[src/zcdp_pkg.sv]
`default_nettype none
// ----------------------------------------------------------------------------
// zcdp_pkg
// Types and constants shared by the central directory parser modules.
// ----------------------------------------------------------------------------
package zcdp_pkg;

    localparam logic [31:0] CENTRAL_SIGNATURE = 32'h0201_4b50;
    localparam logic [17:0] HEADER_BYTES      = 18'd46;
    localparam logic [15:0] METHOD_STORED     = 16'd0;
    localparam logic [15:0] METHOD_DEFLATE    = 16'd8;

    localparam int CFG_INDEX_W = 2;
    localparam logic [CFG_INDEX_W-1:0] CFG_DIRECTORY_SIZE  = 2'd0;
    localparam logic [CFG_INDEX_W-1:0] CFG_ENTRIES_CLAIMED = 2'd1;

    localparam int FIFO_DEPTH = 4;
    localparam int FIFO_PTR_W = $clog2(FIFO_DEPTH);

    typedef enum logic [1:0] {
        KIND_NAME   = 2'd0,
        KIND_RECORD = 2'd1,
        KIND_ERROR  = 2'd2
    } t_kind;

    typedef enum logic [2:0] {
        ERR_TOO_MANY_ENTRIES = 3'd0,
        ERR_HEADER_PAST_END  = 3'd1,
        ERR_BAD_SIGNATURE    = 3'd2,
        ERR_NAMES_PAST_END   = 3'd3,
        ERR_ENCRYPTED        = 3'd4,
        ERR_BAD_METHOD       = 3'd5
    } t_err;

    typedef struct packed {
        t_kind       kind;
        logic [2:0]  error_code;
        logic [7:0]  name_byte;
        logic        deflated;
        logic [31:0] compressed_size;
        logic [31:0] uncompressed_size;
        logic [15:0] name_length;
        logic [31:0] local_offset;
        logic [8:0]  entry_index;
        logic        last_entry;
    } t_result;

    typedef struct packed {
        logic [1:0] count;
        t_result    res0;
        t_result    res1;
    } t_push;

endpackage
`default_nettype wire

[src/zcdp_fifo.sv]
`default_nettype none
// ----------------------------------------------------------------------------
// zcdp_fifo
// Small result queue: takes up to two results a cycle, gives one a transfer.
// ----------------------------------------------------------------------------
module zcdp_fifo
    import zcdp_pkg::*;
(
    input  wire logic    i_clk,
    input  wire logic    i_rst_n,
    input  wire t_push   i_push,
    output logic         o_room,
    output logic         o_valid,
    input  wire logic    i_ready,
    output t_result      o_data
);

    t_result                 r_mem [FIFO_DEPTH];
    logic [FIFO_PTR_W-1:0]   r_wptr;
    logic [FIFO_PTR_W-1:0]   r_rptr;
    logic [FIFO_PTR_W:0]     r_count;
    logic [FIFO_PTR_W-1:0]   n_wptr;
    logic [FIFO_PTR_W-1:0]   w_wptr1;
    logic [FIFO_PTR_W:0]     n_count;
    logic                    w_pop;

    assign w_pop   = (r_count != '0) && i_ready;
    assign w_wptr1 = r_wptr + FIFO_PTR_W'(1);
    assign o_valid = (r_count != '0);
    assign o_data  = r_mem[r_rptr];
    assign o_room  = (r_count <= (FIFO_PTR_W + 1)'(FIFO_DEPTH - 2));

    always_comb begin
        n_wptr  = r_wptr + FIFO_PTR_W'(i_push.count);
        n_count = r_count + (FIFO_PTR_W + 1)'(i_push.count)
                  - (FIFO_PTR_W + 1)'(w_pop);
    end

    always_ff @(posedge i_clk) begin
        if (i_push.count != 2'd0) begin
            r_mem[r_wptr] <= i_push.res0;
        end
        if (i_push.count == 2'd2) begin
            r_mem[w_wptr1] <= i_push.res1;
        end
    end

    always_ff @(posedge i_clk) begin
        if (!i_rst_n) begin
            r_wptr  <= '0;
            r_rptr  <= '0;
            r_count <= '0;
        end else begin
            r_wptr  <= n_wptr;
            r_count <= n_count;
            if (w_pop) begin
                r_rptr <= r_rptr + FIFO_PTR_W'(1);
            end
        end
    end

endmodule
`default_nettype wire

[src/zcdp_core.sv]
`default_nettype none
// ----------------------------------------------------------------------------
// zcdp_core
// Configuration registers, header field capture and entry checks, one byte
// a cycle while i_accept is high.
// ----------------------------------------------------------------------------
module zcdp_core
    import zcdp_pkg::*;
#(
    parameter int MAX_ENTRIES = 512
)
(
    input  wire logic                   i_clk,
    input  wire logic                   i_rst_n,
    input  wire logic                   i_cfg_write,
    input  wire logic [CFG_INDEX_W-1:0] i_cfg_index,
    input  wire logic [31:0]            i_cfg_data,
    input  wire logic                   i_accept,
    input  wire logic [7:0]             i_dir_byte,
    output t_push                       o_push
);

    localparam int DONE_W = $clog2(MAX_ENTRIES + 1);

    logic [31:0]       r_directory_size;
    logic [15:0]       r_entries_claimed;
    logic [31:0]       r_dir_pos;
    logic [17:0]       r_entry_pos;
    logic [DONE_W-1:0] r_entries_done;
    logic              r_halted;
    logic [31:0]       r_sig;
    logic              r_encrypted;
    logic [15:0]       r_method;
    logic [31:0]       r_csize;
    logic [31:0]       r_usize;
    logic [15:0]       r_name_len;
    logic [15:0]       r_extra_len;
    logic [15:0]       r_comment_len;
    logic [31:0]       r_offset;

    logic [31:0]       n_dir_pos;
    logic [17:0]       n_entry_pos;
    logic [DONE_W-1:0] n_entries_done;
    logic              n_halted;
    logic [31:0]       n_sig;
    logic              n_encrypted;
    logic [15:0]       n_method;
    logic [31:0]       n_csize;
    logic [31:0]       n_usize;
    logic [15:0]       n_name_len;
    logic [15:0]       n_extra_len;
    logic [15:0]       n_comment_len;
    logic [31:0]       n_offset;

    logic              w_first;
    logic [17:0]       w_total;
    logic              w_too_many;
    logic              w_all_done;
    logic              w_hdr_past;
    logic              w_sig_bad;
    logic              w_last_hdr;
    logic              w_names_past;
    logic              w_method_bad;
    logic              w_name_out;
    logic              w_rec_out;
    logic              w_entry_end;
    logic              w_update;
    t_result           w_name;
    t_result           w_rec;
    t_result           w_err;

    assign w_first = (r_entry_pos == '0);

    // capture header fields; the first byte of an entry starts from cleared fields
    always_comb begin
        n_sig         = w_first ? '0 : r_sig;
        n_encrypted   = w_first ? 1'b0 : r_encrypted;
        n_method      = w_first ? '0 : r_method;
        n_csize       = w_first ? '0 : r_csize;
        n_usize       = w_first ? '0 : r_usize;
        n_name_len    = w_first ? '0 : r_name_len;
        n_extra_len   = w_first ? '0 : r_extra_len;
        n_comment_len = w_first ? '0 : r_comment_len;
        n_offset      = w_first ? '0 : r_offset;
        case (r_entry_pos) inside
            [18'd0:18'd3]: n_sig = {i_dir_byte, n_sig[31:8]};
            18'd8:  n_encrypted         = i_dir_byte[0];
            18'd10: n_method[7:0]       = i_dir_byte;
            18'd11: n_method[15:8]      = i_dir_byte;
            18'd20: n_csize[7:0]        = i_dir_byte;
            18'd21: n_csize[15:8]       = i_dir_byte;
            18'd22: n_csize[23:16]      = i_dir_byte;
            18'd23: n_csize[31:24]      = i_dir_byte;
            18'd24: n_usize[7:0]        = i_dir_byte;
            18'd25: n_usize[15:8]       = i_dir_byte;
            18'd26: n_usize[23:16]      = i_dir_byte;
            18'd27: n_usize[31:24]      = i_dir_byte;
            18'd28: n_name_len[7:0]     = i_dir_byte;
            18'd29: n_name_len[15:8]    = i_dir_byte;
            18'd30: n_extra_len[7:0]    = i_dir_byte;
            18'd31: n_extra_len[15:8]   = i_dir_byte;
            18'd32: n_comment_len[7:0]  = i_dir_byte;
            18'd33: n_comment_len[15:8] = i_dir_byte;
            18'd42: n_offset[7:0]       = i_dir_byte;
            18'd43: n_offset[15:8]      = i_dir_byte;
            18'd44: n_offset[23:16]     = i_dir_byte;
            18'd45: n_offset[31:24]     = i_dir_byte;
            default: ;
        endcase
    end

    always_comb begin
        w_total      = HEADER_BYTES + 18'(n_name_len) + 18'(n_extra_len)
                       + 18'(n_comment_len);
        w_too_many   = {1'b0, r_entries_claimed} > 17'(MAX_ENTRIES);
        w_all_done   = 17'(r_entries_done) >= {1'b0, r_entries_claimed};
        w_hdr_past   = w_first
                       && ((33'(r_dir_pos) + 33'(HEADER_BYTES)) > 33'(r_directory_size));
        w_sig_bad    = (r_entry_pos == 18'd3) && (n_sig != CENTRAL_SIGNATURE);
        w_last_hdr   = (r_entry_pos == HEADER_BYTES - 18'd1);
        w_names_past = w_last_hdr
                       && ((34'(r_dir_pos) + 34'd1 + 34'(n_name_len) + 34'(n_extra_len)
                            + 34'(n_comment_len)) > 34'(r_directory_size));
        w_method_bad = w_last_hdr && (n_method != METHOD_STORED)
                       && (n_method != METHOD_DEFLATE);
        w_name_out   = (r_entry_pos >= HEADER_BYTES)
                       && (19'(r_entry_pos) < (19'(HEADER_BYTES) + 19'(n_name_len)));
        w_rec_out    = 19'(r_entry_pos) == (19'(HEADER_BYTES) - 19'd1 + 19'(n_name_len));
        w_entry_end  = (19'(r_entry_pos) + 19'd1) >= 19'(w_total);
    end

    always_comb begin
        w_name           = '0;
        w_name.kind      = KIND_NAME;
        w_name.name_byte = i_dir_byte;

        w_rec                   = '0;
        w_rec.kind              = KIND_RECORD;
        w_rec.deflated          = (n_method == METHOD_DEFLATE);
        w_rec.compressed_size   = n_csize;
        w_rec.uncompressed_size = n_usize;
        w_rec.name_length       = n_name_len;
        w_rec.local_offset      = n_offset;
        w_rec.entry_index       = 9'(r_entries_done);
        w_rec.last_entry        = (17'(r_entries_done) + 17'd1) == {1'b0, r_entries_claimed};

        w_err      = '0;
        w_err.kind = KIND_ERROR;
        w_update   = 1'b0;
        o_push     = '0;
        if (i_accept && !r_halted) begin
            if (w_too_many) begin
                w_err.error_code = ERR_TOO_MANY_ENTRIES;
            end else if (w_all_done) begin
                w_err.error_code = ERR_TOO_MANY_ENTRIES;
            end else if (w_hdr_past) begin
                w_err.error_code = ERR_HEADER_PAST_END;
            end else if (w_sig_bad) begin
                w_err.error_code = ERR_BAD_SIGNATURE;
            end else if (w_names_past) begin
                w_err.error_code = ERR_NAMES_PAST_END;
            end else if (w_last_hdr && n_encrypted) begin
                w_err.error_code = ERR_ENCRYPTED;
            end else if (w_method_bad) begin
                w_err.error_code = ERR_BAD_METHOD;
            end else begin
                w_update = 1'b1;
            end

            if (w_update) begin
                if (w_name_out && w_rec_out) begin
                    o_push.count = 2'd2;
                    o_push.res0  = w_name;
                    o_push.res1  = w_rec;
                end else if (w_name_out) begin
                    o_push.count = 2'd1;
                    o_push.res0  = w_name;
                end else if (w_rec_out) begin
                    o_push.count = 2'd1;
                    o_push.res0  = w_rec;
                end
            end else if (!w_all_done || w_too_many) begin
                o_push.count = 2'd1;
                o_push.res0  = w_err;
            end
        end
    end

    always_comb begin
        n_halted       = r_halted;
        n_dir_pos      = r_dir_pos;
        n_entry_pos    = r_entry_pos;
        n_entries_done = r_entries_done;
        if (i_accept && !r_halted && (o_push.count != 2'd0)
            && (o_push.res0.kind == KIND_ERROR)) begin
            n_halted = 1'b1;
        end
        if (w_update) begin
            n_dir_pos = r_dir_pos + 32'd1;
            if (w_entry_end) begin
                n_entry_pos    = '0;
                n_entries_done = r_entries_done + DONE_W'(1);
            end else begin
                n_entry_pos = r_entry_pos + 18'd1;
            end
        end
    end

    always_ff @(posedge i_clk) begin
        if (w_update) begin
            r_sig         <= n_sig;
            r_encrypted   <= n_encrypted;
            r_method      <= n_method;
            r_csize       <= n_csize;
            r_usize       <= n_usize;
            r_name_len    <= n_name_len;
            r_extra_len   <= n_extra_len;
            r_comment_len <= n_comment_len;
            r_offset      <= n_offset;
        end
    end

    always_ff @(posedge i_clk) begin
        if (!i_rst_n) begin
            r_directory_size  <= '0;
            r_entries_claimed <= '0;
            r_dir_pos         <= '0;
            r_entry_pos       <= '0;
            r_entries_done    <= '0;
            r_halted          <= 1'b0;
        end else begin
            r_dir_pos      <= n_dir_pos;
            r_entry_pos    <= n_entry_pos;
            r_entries_done <= n_entries_done;
            r_halted       <= n_halted;
            if (i_cfg_write) begin
                unique case (i_cfg_index)
                    CFG_DIRECTORY_SIZE:  r_directory_size  <= i_cfg_data;
                    CFG_ENTRIES_CLAIMED: r_entries_claimed <= i_cfg_data[15:0];
                    default: ;
                endcase
            end
        end
    end

endmodule
`default_nettype wire

[src/zip_central_directory_parser_top.sv]
`default_nettype none
// ----------------------------------------------------------------------------
// zip_central_directory_parser_top
// Checks the entries of a zip central directory streamed one byte a transfer.
//
// Configuration: write directory_size (index 0) and entries_claimed (index 1)
// on the cfg channel while the block is idle; cfg ready is always high.
// Input: one directory byte per transfer on i_valid / o_ready, in file order.
// Output: one result per transfer on o_valid / i_ready: name bytes, then one
// entry record, or a single error after which the block stays silent.
// Result path: results are registered in the result queue and offered from it in order.
// Throughput: one byte a cycle. The last name byte of an entry yields two
// results; a four-entry result queue absorbs them and o_ready drops only when
// fewer than two places are free.
// Receiver stall: results wait in the queue; input is held off once fewer than two places are free.
// Reset: synchronous, active low; clears position, entry count, halt flag,
// the queue and both configuration registers.
// ----------------------------------------------------------------------------
module zip_central_directory_parser_top
    import zcdp_pkg::*;
#(
    parameter int MAX_ENTRIES = 512
)
(
    input  wire logic                   i_clk,
    input  wire logic                   i_rst_n,
    input  wire logic                   i_cfg_valid,
    output logic                        o_cfg_ready,
    input  wire logic [CFG_INDEX_W-1:0] i_cfg_index,
    input  wire logic [31:0]            i_cfg_data,
    input  wire logic                   i_valid,
    output logic                        o_ready,
    input  wire logic [7:0]             i_dir_byte,
    output logic                        o_valid,
    input  wire logic                   i_ready,
    output logic [1:0]                  o_result_kind,
    output logic [2:0]                  o_error_code,
    output logic [7:0]                  o_name_byte,
    output logic                        o_deflated,
    output logic [31:0]                 o_compressed_size,
    output logic [31:0]                 o_uncompressed_size,
    output logic [15:0]                 o_name_length,
    output logic [31:0]                 o_local_offset,
    output logic [8:0]                  o_entry_index,
    output logic                        o_last_entry
);

    logic    w_accept;
    logic    w_room;
    t_push   w_push;
    t_result w_out;

    assign o_cfg_ready = 1'b1;
    assign o_ready     = w_room;
    assign w_accept    = i_valid && w_room;

    zcdp_core #(
        .MAX_ENTRIES (MAX_ENTRIES)
    ) u_core (
        .i_clk       (i_clk),
        .i_rst_n     (i_rst_n),
        .i_cfg_write (i_cfg_valid),
        .i_cfg_index (i_cfg_index),
        .i_cfg_data  (i_cfg_data),
        .i_accept    (w_accept),
        .i_dir_byte  (i_dir_byte),
        .o_push      (w_push)
    );

    zcdp_fifo u_fifo (
        .i_clk   (i_clk),
        .i_rst_n (i_rst_n),
        .i_push  (w_push),
        .o_room  (w_room),
        .o_valid (o_valid),
        .i_ready (i_ready),
        .o_data  (w_out)
    );

    assign o_result_kind       = w_out.kind;
    assign o_error_code        = w_out.error_code;
    assign o_name_byte         = w_out.name_byte;
    assign o_deflated          = w_out.deflated;
    assign o_compressed_size   = w_out.compressed_size;
    assign o_uncompressed_size = w_out.uncompressed_size;
    assign o_name_length       = w_out.name_length;
    assign o_local_offset      = w_out.local_offset;
    assign o_entry_index       = w_out.entry_index;
    assign o_last_entry        = w_out.last_entry;

    a_push_needs_transfer : assert property (@(posedge i_clk) disable iff (!i_rst_n)
        (w_push.count != 2'd0) |-> w_accept)
        else $error("results pushed without an input transfer");

    a_pair_is_name_then_record : assert property (@(posedge i_clk) disable iff (!i_rst_n)
        (w_push.count == 2'd2) |->
            (w_push.res0.kind == KIND_NAME) && (w_push.res1.kind == KIND_RECORD))
        else $error("double push is not last name byte followed by record");

    a_silent_after_error : assert property (@(posedge i_clk) disable iff (!i_rst_n)
        ((w_push.count != 2'd0) && (w_push.res0.kind == KIND_ERROR))
            |=> (w_push.count == 2'd0))
        else $error("result pushed after an error");

endmodule
`default_nettype wire
[config.mk]
export PLATFORM = sky130hd
export DESIGN_NAME = zip_central_directory_parser_top
export DESIGN_NICKNAME = d
export VERILOG_FILES = /design/src/zcdp_pkg.sv /design/src/zcdp_fifo.sv /design/src/zcdp_core.sv /design/src/zip_central_directory_parser_top.sv
export SDC_FILE = /design/constraint.sdc
export NUM_CORES = 2
export LEC_CHECK = 0
export BUFFER_PORTS_ARGS = -buffer_cell sky130_fd_sc_hd__buf_4
export CAP_MARGIN = 20
export CORE_ASPECT_RATIO = 0.7
export CORE_MARGIN = 4
export CORE_UTILIZATION = 40
export DETAILED_ROUTE_END_ITERATION = 8
export SYNTH_ARGS = -nofsm -noshare
export SYNTH_HDL_FRONTEND = slang
export SYNTH_SLANG_ARGS = --single-unit
export TNS_END_PERCENT = 50
[constraint.sdc]
create_clock -name i_clk -period 28.3 [get_ports i_clk]
set_input_delay 7.075 -clock i_clk [delete_from_list [all_inputs] [get_ports i_clk]]
set_output_delay 7.075 -clock i_clk [all_outputs]
set_load 0.005 [all_outputs]
==> metrics.yaml <==
rsz0062_at_grt: "false"
dpl-instance-area_mm2: 0.0476
num_rows: 102
critical_path_depth: 32
synth_edf_count: 681
final_area_mm2: 0.0503
wl_per_cell_um: 22.8
crit_slowest_cell: "buf_4"
ys_types: 99
reg2reg_to: "u_fifo.r_mem[2][6]"
vias: 31500
cp_common_cell: "a21oi_1"
cp-end-kind: "register"
path_buf_inv: 5
place.gp.congestion: 0.936
fin_cells: 5671
cellPowerDensity_mw_per_mm2: 65.9
ys_seq_elements: 847
dpl.hpwl_mm: 86.0
synth-seq-area-share_pct: 52.7
die-width_um: 409
hold_class: "register to register"
cts-buffers-inserted: 85
hold_buffers: 0
fillers: 10400
critical-path-max-stage-delay_ns: 0.79
final_common_cell: "edfxtp_1"
syn_avg_cell_area_um2: 11.2
postCtsSetupRepairBufs: 0
cp_data_required_time_ns: 28.58
ir_drop_mv: 0.0440
drv_slew: 0
final_nets: 4355
clk_pin_slew_ns: 0.06
fmax_mhz: 59.3
start_util_pct: 40.5
antenna_found_initial: 2
drive_gt1_share_pct: 13.5
startpoint_type: "input pin"
clock_tree.root_cell: "clkbuf_16"
min_period_ns: 16.85
final_cell_mix: "edfxtp_1 (681), nor2_1 (668), nand2_1 (348), inv_1 (247), buf_4 (237)"
synthArstFlopShare_pct: 0
synth_warnings: 0
synth_cells: 4017
setup_tns_ns: 0
critPathMaxFanout: 53
grt.overflow.total: 0
die_h_um: 289
maxCapViolCount: 0
leakage_uw: 0.0182
fp.dieArea_mm2: 0.118
path_class: "input pin to register"
grt_pass1_vias: 30400
synth.net_count: 4275
cts_tree: "built"
cts.sinks: 847
syn-cell-area_mm2: 0.0451
port_buffers: 184
ctsResizeCount: 0
endpoint: "u_fifo.r_mem[2][6]"
hold_path_depth: 2
crit_start: "i_dir_byte[0]"
worstMarginPinSlew_ns: 1.15
reg2reg_from: "u_core.r_entry_pos[17]"
slew_headroom_pct: 23.2
synthFlopType: "edfxtp_1"
dp.cells: 5516
r2r_setup_slack_ns: 15.13
drt_first_pass_iters: 6
clock_skew_ns: 0.0218
drt_wl_total_mm: 129
setup_viol: 0
grt_max_degree: 101
status: "finished, final reports clean"
clockBufferDepth: 3
htreeDepth: 3
pin_count: 186
grt_pass1_wl_mm: 195
core_area_mm2: 0.111
path_delay_family: "compound AO/OA/AOI/OAI gates"
syn_to_final_growth_pct: 11.6
ant_nets: 0
rr_worst_depth: 37
drtIter0Drc: 3714
drt-vias-per-instance: 5.55
finalHoldViolations: 0
post-route-period-util_pct: 59.5
clk_latency_ns: 0.67
arrival_ns: 17.13
route.detailed.drc: 0
grt_usage_pct: 21.6
[worst register-to-register path: cells and delay by family (launching register included)]
family / cells / cell delay [ns]
adder cells (fa/ha/maj): 5 / 1.92
XOR/XNOR: 1 / 0.17
flip-flops: 1 / 0.54
AO/OA/AOI/OAI: 17 / 4.02
buffers and inverters: 3 / 2.02
AND/OR/NAND/NOR: 11 / 4.05
[flip-flops by register name, indices dropped and copies added, names as in the netlist, named ones only]
register                  flops
u_core.r_encrypted            1
u_core.r_extra_len           16
u_core.r_csize               32
u_fifo.r_wptr                 2
u_fifo.r_count                3
u_core.r_halted               1
u_fifo.r_rptr                 2
u_fifo.r_mem                544
u_core.r_name_len            16
u_core.r_sig                 24
u_core.r_entry_pos           18
u_core.r_offset              32
u_core.r_entries_claimed     16
u_core.r_dir_pos             32
u_core.r_directory_size      32
u_core.r_usize               32
u_core.r_comment_len         16
u_core.r_entries_done        10
u_core.r_method              16
[cells by family after synthesis]
logic type      share of synthesized area, %
xor+xnor                                4.16
buf+inv                                 4.82
mux                                     7.88
simple gates                            16.5
compound gates                          7.26
fa+ha+maj                               6.69
flops                                   52.7
other cells                          0.00832
[Yosys cell counts, drive strengths merged, types with 14 or more instances]
cell type  number  area share, %
a22oi          23           0.46
nor4           31           0.61
nand3b         23           0.38
nand4          38           0.55
a31oi          26           0.49
o21ai          84           0.94
mux2i          48            1.1
a21oi         146            1.6
o21a           21           0.35
a21o           26           0.43
nor2          671            5.6
mux4          136            6.8
a21boi         64            1.1
nand2         349            2.9
xnor2         117            2.3
buf            98            1.5
edfxtp        681             45
ha            161            4.5
clkbuf        150            1.3
and2           54           0.75
fa             50            2.2
or3            18           0.25
dfxtp         166            7.4
or2            14           0.19
nor3           55           0.64
inv           250            2.1
and3           94            1.3
nor2b          72            1.0
nand3          85           0.94
xor2           97            1.9
[report_power, final]
part	switching, uW	internal [uW]
sequential	39.7	1420
clock	496	641
combinational	393	323
total	929	2390
[worst min path at each step]
stage | start | to | slack (ns)
final | u_core.r_directory_size[3] | u_core.r_directory_size[3] | 0.46
after global routing | u_core.r_directory_size[3] | u_core.r_directory_size[3] | 0.48
after CTS | u_core.r_directory_size[8] | u_core.r_directory_size[8] | 0.47
after detailed placement | u_core.r_directory_size[8] | u_core.r_directory_size[8] | 0.46
after global placement | u_core.r_entries_claimed[12] | u_core.r_entries_claimed[12] | 0.45
after floorplan | u_fifo.r_mem[1][135] | u_fifo.r_mem[1][135] | 0.44
[final cells by class]
cell class	count	area (um2)	area share, %
antenna	1	2.50	0.00497
clock buffer	104	2260	4.49
clock inverter	48	453	0.900
inverter	250	943	1.88
multi-input combinational	2672	19200	38.1
sequential	847	23800	47.3
tap	1508	1890	3.75
timing repair buffer	241	1800	3.58
[per-layer routing]
metal | vias to the layer above | global-route usage (%) | part of all wire (%)
met5 | - | 0.762 | 0.0093
met2 | 1279 | 30.9 | 42
met1 | 15600 | 33.0 | 47
met4 | 2 | 4.87 | 2.2
li1 | 14400 | - | -
met3 | 182 | 4.99 | 9.0
[stage by stage]
step	hold WS [ns]	worst slack (ns)	power (uW)	utilization, %
5_1_grt	0.482	10.96	3460	45.2
2_1_floorplan	0.442	11.69	1900	-
4_1_cts	0.468	11.62	3350	45.2
3_5_place_dp	0.460	10.92	2210	42.8
3_3_place_gp	0.455	11.01	2210	42.8
6_report	0.464	11.45	3320	45.2
Power figures use the tool's default switching activity.
